### src/flt_pkg.sv
// ----------------------------------------------------------------------------
// flt_pkg
// Shared constants, codes and types for the file lock table.
// ----------------------------------------------------------------------------
package flt_pkg;

    // Defaults for the top-level parameters
    localparam int TABLE_ENTRIES_DEF = 16;
    localparam int INODE_BITS_DEF    = 16;
    localparam int PID_BITS_DEF      = 8;

    // Fixed field widths
    localparam int KIND_BITS   = 2;
    localparam int WHENCE_BITS = 2;
    localparam int RANGE_BITS  = 32;

    // Command codes
    localparam logic CMD_QUERY = 1'b0;
    localparam logic CMD_SET   = 1'b1;

    // Lock kind codes
    localparam logic [KIND_BITS-1:0] KIND_READ     = 2'd0;
    localparam logic [KIND_BITS-1:0] KIND_WRITE    = 2'd1;
    localparam logic [KIND_BITS-1:0] KIND_UNLOCK   = 2'd2;
    localparam logic [KIND_BITS-1:0] KIND_UNLOCKED = 2'd2;
    localparam logic [KIND_BITS-1:0] KIND_INVALID  = 2'd3;

    // Status codes
    localparam logic STATUS_OK   = 1'b0;
    localparam logic STATUS_FAIL = 1'b1;

    // Controller states
    typedef enum logic [1:0] {
        ST_IDLE,
        ST_SCAN,
        ST_DRAIN,
        ST_FINISH
    } flt_state_t;

    // Commands from controller to datapath
    typedef struct packed {
        logic load;    // capture the request, restart the scan
        logic scan;    // issue a table read and advance the index
        logic finish;  // decide, update the table, load the result
    } flt_cmd_t;

    // Status from datapath to controller
    typedef struct packed {
        logic scan_last;  // index points at the last entry
        logic out_busy;   // result register holds an untaken result
    } flt_stat_t;

endpackage

### src/flt_ram.sv
// ----------------------------------------------------------------------------
// flt_ram
// Generic single-write, single-read RAM with registered read data.
// ----------------------------------------------------------------------------
module flt_ram #(
    parameter int WIDTH = 8,
    parameter int DEPTH = 16,
    localparam int ADDR_W = (DEPTH > 1) ? $clog2(DEPTH) : 1
) (
    input  logic              aclk,
    input  logic              wr_en,
    input  logic [ADDR_W-1:0] wr_addr,
    input  logic [WIDTH-1:0]  wr_data,
    input  logic              rd_en,
    input  logic [ADDR_W-1:0] rd_addr,
    output logic [WIDTH-1:0]  rd_data
);

    logic [WIDTH-1:0] mem [DEPTH];

    // Write port and registered read port
    always_ff @(posedge aclk) begin
        if (wr_en) begin
            mem[wr_addr] <= wr_data;
        end
        if (rd_en) begin
            rd_data <= mem[rd_addr];
        end
    end

endmodule

### src/flt_ctrl.sv
// ----------------------------------------------------------------------------
// flt_ctrl
// Sequencer for one request: accept, scan every entry, drain, finish.
// ----------------------------------------------------------------------------
module flt_ctrl
    import flt_pkg::*;
(
    input  logic      aclk,
    input  logic      aresetn,
    input  logic      s_valid,
    output logic      s_ready,
    input  flt_stat_t stat,
    output flt_cmd_t  cmd
);

    flt_state_t state_reg;
    flt_state_t state_next;

    // State register
    always_ff @(posedge aclk) begin
        if (!aresetn) begin
            state_reg <= ST_IDLE;
        end else begin
            state_reg <= state_next;
        end
    end

    // Next state and commands
    always_comb begin
        state_next = state_reg;
        cmd        = '0;
        s_ready    = 1'b0;
        case (state_reg)
            ST_IDLE: begin
                s_ready = 1'b1;
                if (s_valid) begin
                    cmd.load   = 1'b1;
                    state_next = ST_SCAN;
                end
            end
            ST_SCAN: begin
                cmd.scan = 1'b1;
                if (stat.scan_last) begin
                    state_next = ST_DRAIN;
                end
            end
            ST_DRAIN: begin
                state_next = ST_FINISH;
            end
            ST_FINISH: begin
                // hold until the result register is free
                if (!stat.out_busy) begin
                    cmd.finish = 1'b1;
                    state_next = ST_IDLE;
                end
            end
            default: begin
                state_next = ST_IDLE;
            end
        endcase
    end

endmodule

### src/flt_datapath.sv
// ----------------------------------------------------------------------------
// flt_datapath
// Request registers, entry scan with match and free-slot tracking, valid
// bits, record RAM and the result register.
// ----------------------------------------------------------------------------
module flt_datapath
    import flt_pkg::*;
#(
    parameter int TABLE_ENTRIES = TABLE_ENTRIES_DEF,
    parameter int INODE_BITS    = INODE_BITS_DEF,
    parameter int PID_BITS      = PID_BITS_DEF
) (
    input  logic                   aclk,
    input  logic                   aresetn,
    input  flt_cmd_t               cmd,
    output flt_stat_t              stat,
    input  logic                   s_cmd,
    input  logic [INODE_BITS-1:0]  s_inode,
    input  logic [KIND_BITS-1:0]   s_lock_kind,
    input  logic [PID_BITS-1:0]    s_owner_pid,
    input  logic [WHENCE_BITS-1:0] s_whence,
    input  logic [RANGE_BITS-1:0]  s_range_start,
    input  logic [RANGE_BITS-1:0]  s_range_len,
    output logic                   m_valid,
    input  logic                   m_ready,
    output logic                   m_status,
    output logic [KIND_BITS-1:0]   m_held_kind,
    output logic [PID_BITS-1:0]    m_held_pid,
    output logic [WHENCE_BITS-1:0] m_held_whence,
    output logic [RANGE_BITS-1:0]  m_held_start,
    output logic [RANGE_BITS-1:0]  m_held_len
);

    localparam int IDX_W     = (TABLE_ENTRIES > 1) ? $clog2(TABLE_ENTRIES) : 1;
    localparam int LEN_LSB   = 0;
    localparam int START_LSB = LEN_LSB + RANGE_BITS;
    localparam int WH_LSB    = START_LSB + RANGE_BITS;
    localparam int KIND_LSB  = WH_LSB + WHENCE_BITS;
    localparam int PID_LSB   = KIND_LSB + 1;
    localparam int INO_LSB   = PID_LSB + PID_BITS;
    localparam int REC_W     = INO_LSB + INODE_BITS;
    localparam logic [IDX_W-1:0] LAST_IDX = IDX_W'(TABLE_ENTRIES - 1);

    // Request registers
    logic                   req_cmd_reg;
    logic [INODE_BITS-1:0]  req_inode_reg;
    logic [KIND_BITS-1:0]   req_kind_reg;
    logic [PID_BITS-1:0]    req_pid_reg;
    logic [WHENCE_BITS-1:0] req_whence_reg;
    logic [RANGE_BITS-1:0]  req_start_reg;
    logic [RANGE_BITS-1:0]  req_len_reg;

    // Scan state
    logic [IDX_W-1:0] scan_idx_reg;
    logic [IDX_W-1:0] cmp_idx_reg;
    logic             cmp_en_reg;
    logic             found_reg;
    logic [IDX_W-1:0] hit_idx_reg;
    logic             free_found_reg;
    logic [IDX_W-1:0] free_idx_reg;

    // Copy of the matching record
    logic [PID_BITS-1:0]    hit_pid_reg;
    logic                   hit_kind_reg;
    logic [WHENCE_BITS-1:0] hit_whence_reg;
    logic [RANGE_BITS-1:0]  hit_start_reg;
    logic [RANGE_BITS-1:0]  hit_len_reg;

    logic [TABLE_ENTRIES-1:0] valid_reg;

    // Result register
    logic                   m_valid_reg;
    logic                   out_status_reg;
    logic [KIND_BITS-1:0]   out_kind_reg;
    logic [PID_BITS-1:0]    out_pid_reg;
    logic [WHENCE_BITS-1:0] out_whence_reg;
    logic [RANGE_BITS-1:0]  out_start_reg;
    logic [RANGE_BITS-1:0]  out_len_reg;

    logic [REC_W-1:0] rd_data;
    logic [REC_W-1:0] wr_data;
    logic             entry_hit;
    logic             entry_free;
    logic             is_lock;
    logic             lock_ok;
    logic             unlock_ok;

    // Record store
    assign wr_data = {req_inode_reg, req_pid_reg, req_kind_reg[0], req_whence_reg,
                      req_start_reg, req_len_reg};

    flt_ram #(
        .WIDTH (REC_W),
        .DEPTH (TABLE_ENTRIES)
    ) u_ram (
        .aclk    (aclk),
        .wr_en   (cmd.finish && lock_ok),
        .wr_addr (free_idx_reg),
        .wr_data (wr_data),
        .rd_en   (cmd.scan),
        .rd_addr (scan_idx_reg),
        .rd_data (rd_data)
    );

    // Compare the entry read in the previous cycle
    assign entry_hit  = cmp_en_reg && !found_reg && valid_reg[cmp_idx_reg]
                        && (rd_data[INO_LSB +: INODE_BITS] == req_inode_reg);
    assign entry_free = cmp_en_reg && !free_found_reg && !valid_reg[cmp_idx_reg];

    // Decide the request outcome
    assign is_lock   = (req_cmd_reg == CMD_SET)
                       && (req_kind_reg == KIND_READ || req_kind_reg == KIND_WRITE);
    assign lock_ok   = is_lock && !found_reg && free_found_reg;
    assign unlock_ok = (req_cmd_reg == CMD_SET) && (req_kind_reg == KIND_UNLOCK)
                       && found_reg && (hit_pid_reg == req_pid_reg);

    assign stat.scan_last = (scan_idx_reg == LAST_IDX);
    assign stat.out_busy  = m_valid_reg && !m_ready;

    // Capture the request
    always_ff @(posedge aclk) begin
        if (cmd.load) begin
            req_cmd_reg    <= s_cmd;
            req_inode_reg  <= s_inode;
            req_kind_reg   <= s_lock_kind;
            req_pid_reg    <= s_owner_pid;
            req_whence_reg <= s_whence;
            req_start_reg  <= s_range_start;
            req_len_reg    <= s_range_len;
        end
    end

    // Advance the scan and track first match and first free slot
    always_ff @(posedge aclk) begin
        if (!aresetn) begin
            scan_idx_reg   <= '0;
            cmp_idx_reg    <= '0;
            cmp_en_reg     <= 1'b0;
            found_reg      <= 1'b0;
            hit_idx_reg    <= '0;
            free_found_reg <= 1'b0;
            free_idx_reg   <= '0;
        end else begin
            cmp_en_reg  <= cmd.scan;
            cmp_idx_reg <= scan_idx_reg;
            if (cmd.load) begin
                scan_idx_reg   <= '0;
                found_reg      <= 1'b0;
                free_found_reg <= 1'b0;
            end else begin
                if (cmd.scan && !stat.scan_last) begin
                    scan_idx_reg <= scan_idx_reg + 1'b1;
                end
                if (entry_hit) begin
                    found_reg   <= 1'b1;
                    hit_idx_reg <= cmp_idx_reg;
                end
                if (entry_free) begin
                    free_found_reg <= 1'b1;
                    free_idx_reg   <= cmp_idx_reg;
                end
            end
        end
    end

    // Hold the matching record
    always_ff @(posedge aclk) begin
        if (entry_hit) begin
            hit_pid_reg    <= rd_data[PID_LSB +: PID_BITS];
            hit_kind_reg   <= rd_data[KIND_LSB];
            hit_whence_reg <= rd_data[WH_LSB +: WHENCE_BITS];
            hit_start_reg  <= rd_data[START_LSB +: RANGE_BITS];
            hit_len_reg    <= rd_data[LEN_LSB +: RANGE_BITS];
        end
    end

    // Set or drop valid bits
    always_ff @(posedge aclk) begin
        if (!aresetn) begin
            valid_reg <= '0;
        end else if (cmd.finish) begin
            if (lock_ok) begin
                valid_reg[free_idx_reg] <= 1'b1;
            end
            if (unlock_ok) begin
                valid_reg[hit_idx_reg] <= 1'b0;
            end
        end
    end

    // Result valid flag
    always_ff @(posedge aclk) begin
        if (!aresetn) begin
            m_valid_reg <= 1'b0;
        end else if (cmd.finish) begin
            m_valid_reg <= 1'b1;
        end else if (m_ready) begin
            m_valid_reg <= 1'b0;
        end
    end

    // Load the result payload
    always_ff @(posedge aclk) begin
        if (cmd.finish) begin
            out_kind_reg   <= '0;
            out_pid_reg    <= '0;
            out_whence_reg <= '0;
            out_start_reg  <= '0;
            out_len_reg    <= '0;
            if (req_cmd_reg == CMD_QUERY) begin
                out_status_reg <= STATUS_OK;
                if (found_reg) begin
                    out_kind_reg   <= {1'b0, hit_kind_reg};
                    out_pid_reg    <= hit_pid_reg;
                    out_whence_reg <= hit_whence_reg;
                    out_start_reg  <= hit_start_reg;
                    out_len_reg    <= hit_len_reg;
                end else begin
                    out_kind_reg <= KIND_UNLOCKED;
                end
            end else begin
                out_status_reg <= (lock_ok || unlock_ok) ? STATUS_OK : STATUS_FAIL;
            end
        end
    end

    assign m_valid       = m_valid_reg;
    assign m_status      = out_status_reg;
    assign m_held_kind   = out_kind_reg;
    assign m_held_pid    = out_pid_reg;
    assign m_held_whence = out_whence_reg;
    assign m_held_start  = out_start_reg;
    assign m_held_len    = out_len_reg;

endmodule

### src/file_lock_table.sv
// ----------------------------------------------------------------------------
// file_lock_table
// Whole-file advisory lock table keyed by inode, with query, lock and unlock.
// ----------------------------------------------------------------------------
// Usage:
//   Requests arrive on the s_ channel (valid/ready); each transfer carries a
//   command, inode, lock kind, owner pid, whence and range. Every request
//   gives exactly one result transfer on the m_ channel: a status and, for a
//   query, the stored lock record (kind unlocked when no entry matches).
//   A request scans all TABLE_ENTRIES entries one per cycle through the
//   record RAM read port; a new request is accepted only once the sequencer
//   has finished the previous one and returned to idle.
//   The result sits in an output register; the next request is accepted and
//   scanned while it waits. If the receiver stalls, the following request
//   holds in its final step until the result register is free.
//   Reset (aresetn low, synchronous) clears every entry's valid bit at once,
//   empties the result register and returns the sequencer to idle; record
//   contents are not cleared, as they are read only behind a valid bit.
// ----------------------------------------------------------------------------
module file_lock_table
    import flt_pkg::*;
#(
    parameter int TABLE_ENTRIES = TABLE_ENTRIES_DEF,
    parameter int INODE_BITS    = INODE_BITS_DEF,
    parameter int PID_BITS      = PID_BITS_DEF
) (
    input  logic                   aclk,
    input  logic                   aresetn,
    input  logic                   s_valid,
    output logic                   s_ready,
    input  logic                   s_cmd,
    input  logic [INODE_BITS-1:0]  s_inode,
    input  logic [KIND_BITS-1:0]   s_lock_kind,
    input  logic [PID_BITS-1:0]    s_owner_pid,
    input  logic [WHENCE_BITS-1:0] s_whence,
    input  logic [RANGE_BITS-1:0]  s_range_start,
    input  logic [RANGE_BITS-1:0]  s_range_len,
    output logic                   m_valid,
    input  logic                   m_ready,
    output logic                   m_status,
    output logic [KIND_BITS-1:0]   m_held_kind,
    output logic [PID_BITS-1:0]    m_held_pid,
    output logic [WHENCE_BITS-1:0] m_held_whence,
    output logic [RANGE_BITS-1:0]  m_held_start,
    output logic [RANGE_BITS-1:0]  m_held_len
);

    flt_cmd_t  cmd;
    flt_stat_t stat;

    // Sequencer
    flt_ctrl u_ctrl (
        .aclk    (aclk),
        .aresetn (aresetn),
        .s_valid (s_valid),
        .s_ready (s_ready),
        .stat    (stat),
        .cmd     (cmd)
    );

    // Table and result datapath
    flt_datapath #(
        .TABLE_ENTRIES (TABLE_ENTRIES),
        .INODE_BITS    (INODE_BITS),
        .PID_BITS      (PID_BITS)
    ) u_datapath (
        .aclk          (aclk),
        .aresetn       (aresetn),
        .cmd           (cmd),
        .stat          (stat),
        .s_cmd         (s_cmd),
        .s_inode       (s_inode),
        .s_lock_kind   (s_lock_kind),
        .s_owner_pid   (s_owner_pid),
        .s_whence      (s_whence),
        .s_range_start (s_range_start),
        .s_range_len   (s_range_len),
        .m_valid       (m_valid),
        .m_ready       (m_ready),
        .m_status      (m_status),
        .m_held_kind   (m_held_kind),
        .m_held_pid    (m_held_pid),
        .m_held_whence (m_held_whence),
        .m_held_start  (m_held_start),
        .m_held_len    (m_held_len)
    );

endmodule

### config.mk
export PLATFORM = sky130hd
export DESIGN_NAME = file_lock_table
export DESIGN_NICKNAME = d
export VERILOG_FILES = /design/src/flt_pkg.sv /design/src/flt_ram.sv /design/src/flt_ctrl.sv /design/src/flt_datapath.sv /design/src/file_lock_table.sv
export SDC_FILE = /design/constraint.sdc
export NUM_CORES = 2
export LEC_CHECK = 0
export ABC_AREA = 1
export BUFFER_PORTS_ARGS = -buffer_cell sky130_fd_sc_hd__buf_2
export CAP_MARGIN = 20
export CORE_ASPECT_RATIO = 0.75
export CORE_MARGIN = 3
export CORE_UTILIZATION = 46
export DETAILED_ROUTE_END_ITERATION = 8
export GPL_TIMING_DRIVEN = 0
export SYNTH_ARGS = -nofsm -noshare
export SYNTH_HDL_FRONTEND = slang
export SYNTH_SLANG_ARGS = --single-unit
### constraint.sdc
create_clock -name aclk -period 13.7 [get_ports aclk]
set_input_delay 2.055 -clock aclk [delete_from_list [all_inputs] [get_ports aclk]]
set_output_delay 2.055 -clock aclk [all_outputs]
set_load 0.02 [all_outputs]
==> impl_summary.txt <==
----------------------------------------------------
[Routing]
  Mean routed wirelength per cell ... 25.7 um
  Vias after detailed routing ... 41600
  Number of routed nets with antenna violations ... 0
  Met1 layer wirelength in the final routing ... 82.3 mm
  Amount of wire on met2 after detailed routing ... around 84 mm
  Uppermost layer routed ... met4
  Total DRC errors in the routed layout ... 0
  Wirelength, routed ... ~190 mm
  Number of iterations in the first detailed-routing pass ... 6
  Number of DRC markers after the initial detailed-route iteration ... between 5000 and 6000
  Average vias per placed instance ... between 5 and 6
  Routed met3 length ... about 16 mm

[STA]
  Setup repair after global routing missed its margin ... no
  Total negative slack for setup checks ... 0 ns
  Total count of max-transition violations in the final report ... 0
  Maximum operating frequency ... 243 MHz
  Max transition margin ... 27.6%
  Min Clock Period, post-route ... a little over 4 ns
  Measured slew at the worst slew-check pin ... 1.09 ns
  Finish-stage setup viols ... 0
  Final worst slack ... around 9.6 ns
  Final worst-path cycle share ... a little under a third
  Skew final ... approximately 0.022 ns
  Final-report hold violation count ... 0

[Power]
  Net switching component of the power ... between 3000 and 4000 uW
  Clk network pwr share ... a little over a third
  Final total power ... approximately 13000 uW
  Power per cell area ... roughly 170 mW/mm2
  Internal cell power ... 9800 uW
  Gate power share ... 13.2%
  Portion of total power attributed to sequential cells ... between 50 and 60%
  Leakage dissipation ... between 0.02 and 0.03 uW
  Switching portion of total power ... 27.2%
  Worst voltage drop across the vdd grid ... about 120 uV

[Logic synthesis]
  Synthesized area per cell ... 14.7 um2
  Synthesized Nets ... between 4000 and 5000
  Most used flip-flop cell after synthesis ... edfxtp_1
  Total number of yosys warnings ... 0
  EDFF count, synth ... 1792
  Flops & latches, synth ... between 1500 and 2000
  Number of instances in the synthesized netlist ... 4743
  Synth async-reset ratio ... 0%
  Count of cell types in the netlist ... 33
  Sequential element share of the synthesized area ... around 79%
  Synth Cell Area ... 0.0695 mm2

[Cells and area]
  Registers with the highest flip-flop counts ... u_datapath.u_ram.mem: 1456 flops, u_datapath.u_ram.rd_data: 91 flops
  Register cell area after layout ... around 0.055 mm2
  Max reg flops ... 1456
  Final layout net count ... about 5300
  Layout-stage area growth over the synthesis result ... 15.4%
  Non-Filler Instances ... 7295
  Largest register by flop count ... u_datapath.u_ram.mem
  Layout fillers ... between 10000 and 15000
  Final core area utilization ... a little over half
  Area occupied by multi-input gates ... between 0.01 and 0.015 mm2
  Share of final-layout standard cells stronger than drive strength 1 ... between 10% and 20%

[Global routing]
  Overflow left after global routing ... 0
  Largest net degree at the start of global routing ... 58
  Total global routing track utilization ... 24.0%
  Initial antenna violation count ... 6
  Wire length of the first global-routing pass ... about 270 mm
  Number of global-route vias before repair ... 40300

[Placed design]
  Final estimated routing congestion in global placement ... just under 0.9
  Input/output buffers ... between 150 and 200
  Placed Cells ... between 6000 and 7000
  Worst slack after detailed placement ... 8.78 ns
  Detailed-placement wirelength estimate ... ~130 mm

[Clock tree]
  Clock tree from TritonCTS ... done
  Skew-Pair Late Insertion Delay ... between 0.8 and 0.9 ns
  CTS max path bufs ... 3
  Clock-pin slew of the registers on the worst-case setup and hold paths ... approximately 0.060 ns
  Post-CTS setup buffers ... 0
  Number of gates resized after CTS ... 0
  CTS Hold Buffers Added ... 0
  Clock buffers created by TritonCTS ... 175
  Number of H-tree levels ... 4
  Sink Count ... 1830
  Library cell used as clock root buffer ... clkbuf_16

[Worst setup path]
  Reg2Reg Launch Point ... u_ctrl.state_reg[0]
  Data arrival time of the critical path ... 4.62 ns
  Count of cells along the worst register-to-register path ... 7
  Launching element type of the critical path ... primary input
  Required time of the critical path ... between 10 and 15 ns
  Critical path capture point type ... flop
  Worst Path Class, Setup ... primary input to flop
  Timing endpoint of the critical path ... u_datapath.u_ram.mem[14][28]
  Capture point of the worst reg-to-reg path ... u_datapath.u_ram.mem[14][28]
  Worst reg2reg setup slack ... 10.41 ns
  Critical path origin ... m_ready
  Crit-path max FO ... 25

[Die]
  Count of standard-cell rows ... roughly 120
  Horizontal die dimension ... roughly 450 um
  Height of the die ... between 300 and 400 um
  Area inside the core boundary ... roughly 0.15 mm2
  Top-Level Pins ... ~180
  Die area ... 0.156 mm2
  Initial standard-cell utilization of the core ... a little under half

[Status]
  Outcome ... finished, final reports clean

[Job]
  Count of max-cap constraint violations ... 0

[Min path]
  Hold WC Path Type ... flop to flop

----------------------------------------------------
layer usage:
metal,GRT usage (%),vias up
li1,-,18600
met2,36.3,1824
met4,6.97,0
met5,0,-
met3,4.54,282
met1,35.5,20800
power groups by stage:
| stage | combinational [uW] | sequential, uW | clock [uW] |
|---|---|---|---|
| after floorplan | 1020 | 6940 | 0 |
| after global placement | 1710 | 7070 | 0 |
| after detailed placement | 1780 | 7040 | 0 |
| after CTS | 1790 | 6920 | 4830 |
| after global routing | 1920 | 6960 | 5040 |
| final | 1780 | 6930 | 4750 |
cell type report:
cell class                 instances  share of cell area (%)
inverter                         165                   0.778
multi-input combinational       2460                    16.3
clock buffer                     224                    5.84
tap                             1984                    3.09
sequential                      1830                    68.0
clock inverter                    91                    1.06
antenna                            3                 0.00936
timing repair buffer             250                    3.15
buffer                           288                    1.78
synthesized netlist by cell type, drive strengths merged, types with 38 or more instances:
library cell	number	share of area, %
o211ai	72	0.78
clkbuf	160	0.86
inv	164	0.89
o21ai	431	3.1
nand2	298	1.6
mux2i	146	2.1
o32ai	182	2.3
nor2	968	5.2
buf	128	1.2
nand3	169	1.2
o221ai	111	1.4
edfxtp	1792	77
dfxtp	38	1.1
how the worst min path moves through the flow:
stage | start | endpoint | depth (start not counted)
detailed placement | u_datapath.u_ram.rd_data[28] | u_datapath.hit_len_reg[28] | 0
finish | u_datapath.u_ram.rd_data[9] | u_datapath.hit_len_reg[9] | 0
global placement | u_datapath.u_ram.rd_data[72] | u_datapath.hit_pid_reg[5] | 0
global route | u_datapath.u_ram.rd_data[25] | u_datapath.hit_len_reg[25] | 0
CTS | u_datapath.u_ram.rd_data[25] | u_datapath.hit_len_reg[25] | 0
floorplan | u_datapath.u_ram.rd_data[66] | u_datapath.hit_kind_reg | 0
placed cells by master, fill, tap and decap left out, types with 19 or more instances in the layout:
cell type / n
clkbuf_16: 179
nand3_1: 169
o32ai_1: 182
dfxtp_1: 38
o21ai_0: 412
clkinv_1: 39
buf_2: 231
buf_16: 23
o221ai_1: 111
o21ai_1: 19
mux2i_1: 146
inv_1: 159
o211ai_1: 72
edfxtp_1: 1792
buf_12: 49
clkinv_2: 21
nand2_1: 298
clkbuf_1: 195
nor2_1: 950
o22ai_1: 36
buf_4: 38
stage by stage:
step / area, um2 / hold WS, ns
2_1_floorplan: 69500 / 0.400
3_3_place_gp: 72900 / 0.404
3_5_place_dp: 74700 / 0.405
4_1_cts: 80200 / 0.412
5_1_grt: 80200 / 0.413
6_report: 80200 / 0.409
critical path, stage by stage:
cell	delay [ns]
buf_2	0.08
inv_1	0.03
nand2_1	0.09
nand2_1	0.12
nor2_1	0.29
nand3_1	0.48
nor2_4	0.91
buf_12	0.29
buf_16	0.21
logic make-up after synthesis:
logic type	share of synthesized area (%)
AO/OA/AOI/OAI	7.96
flip-flops	78.5
buffers and inverters	2.94
adder cells (fa/ha/maj)	0.0900
XOR/XNOR	0.151
AND/OR/NAND/NOR	8.25
multiplexers	2.10
(Power assumes the default switching activity.)
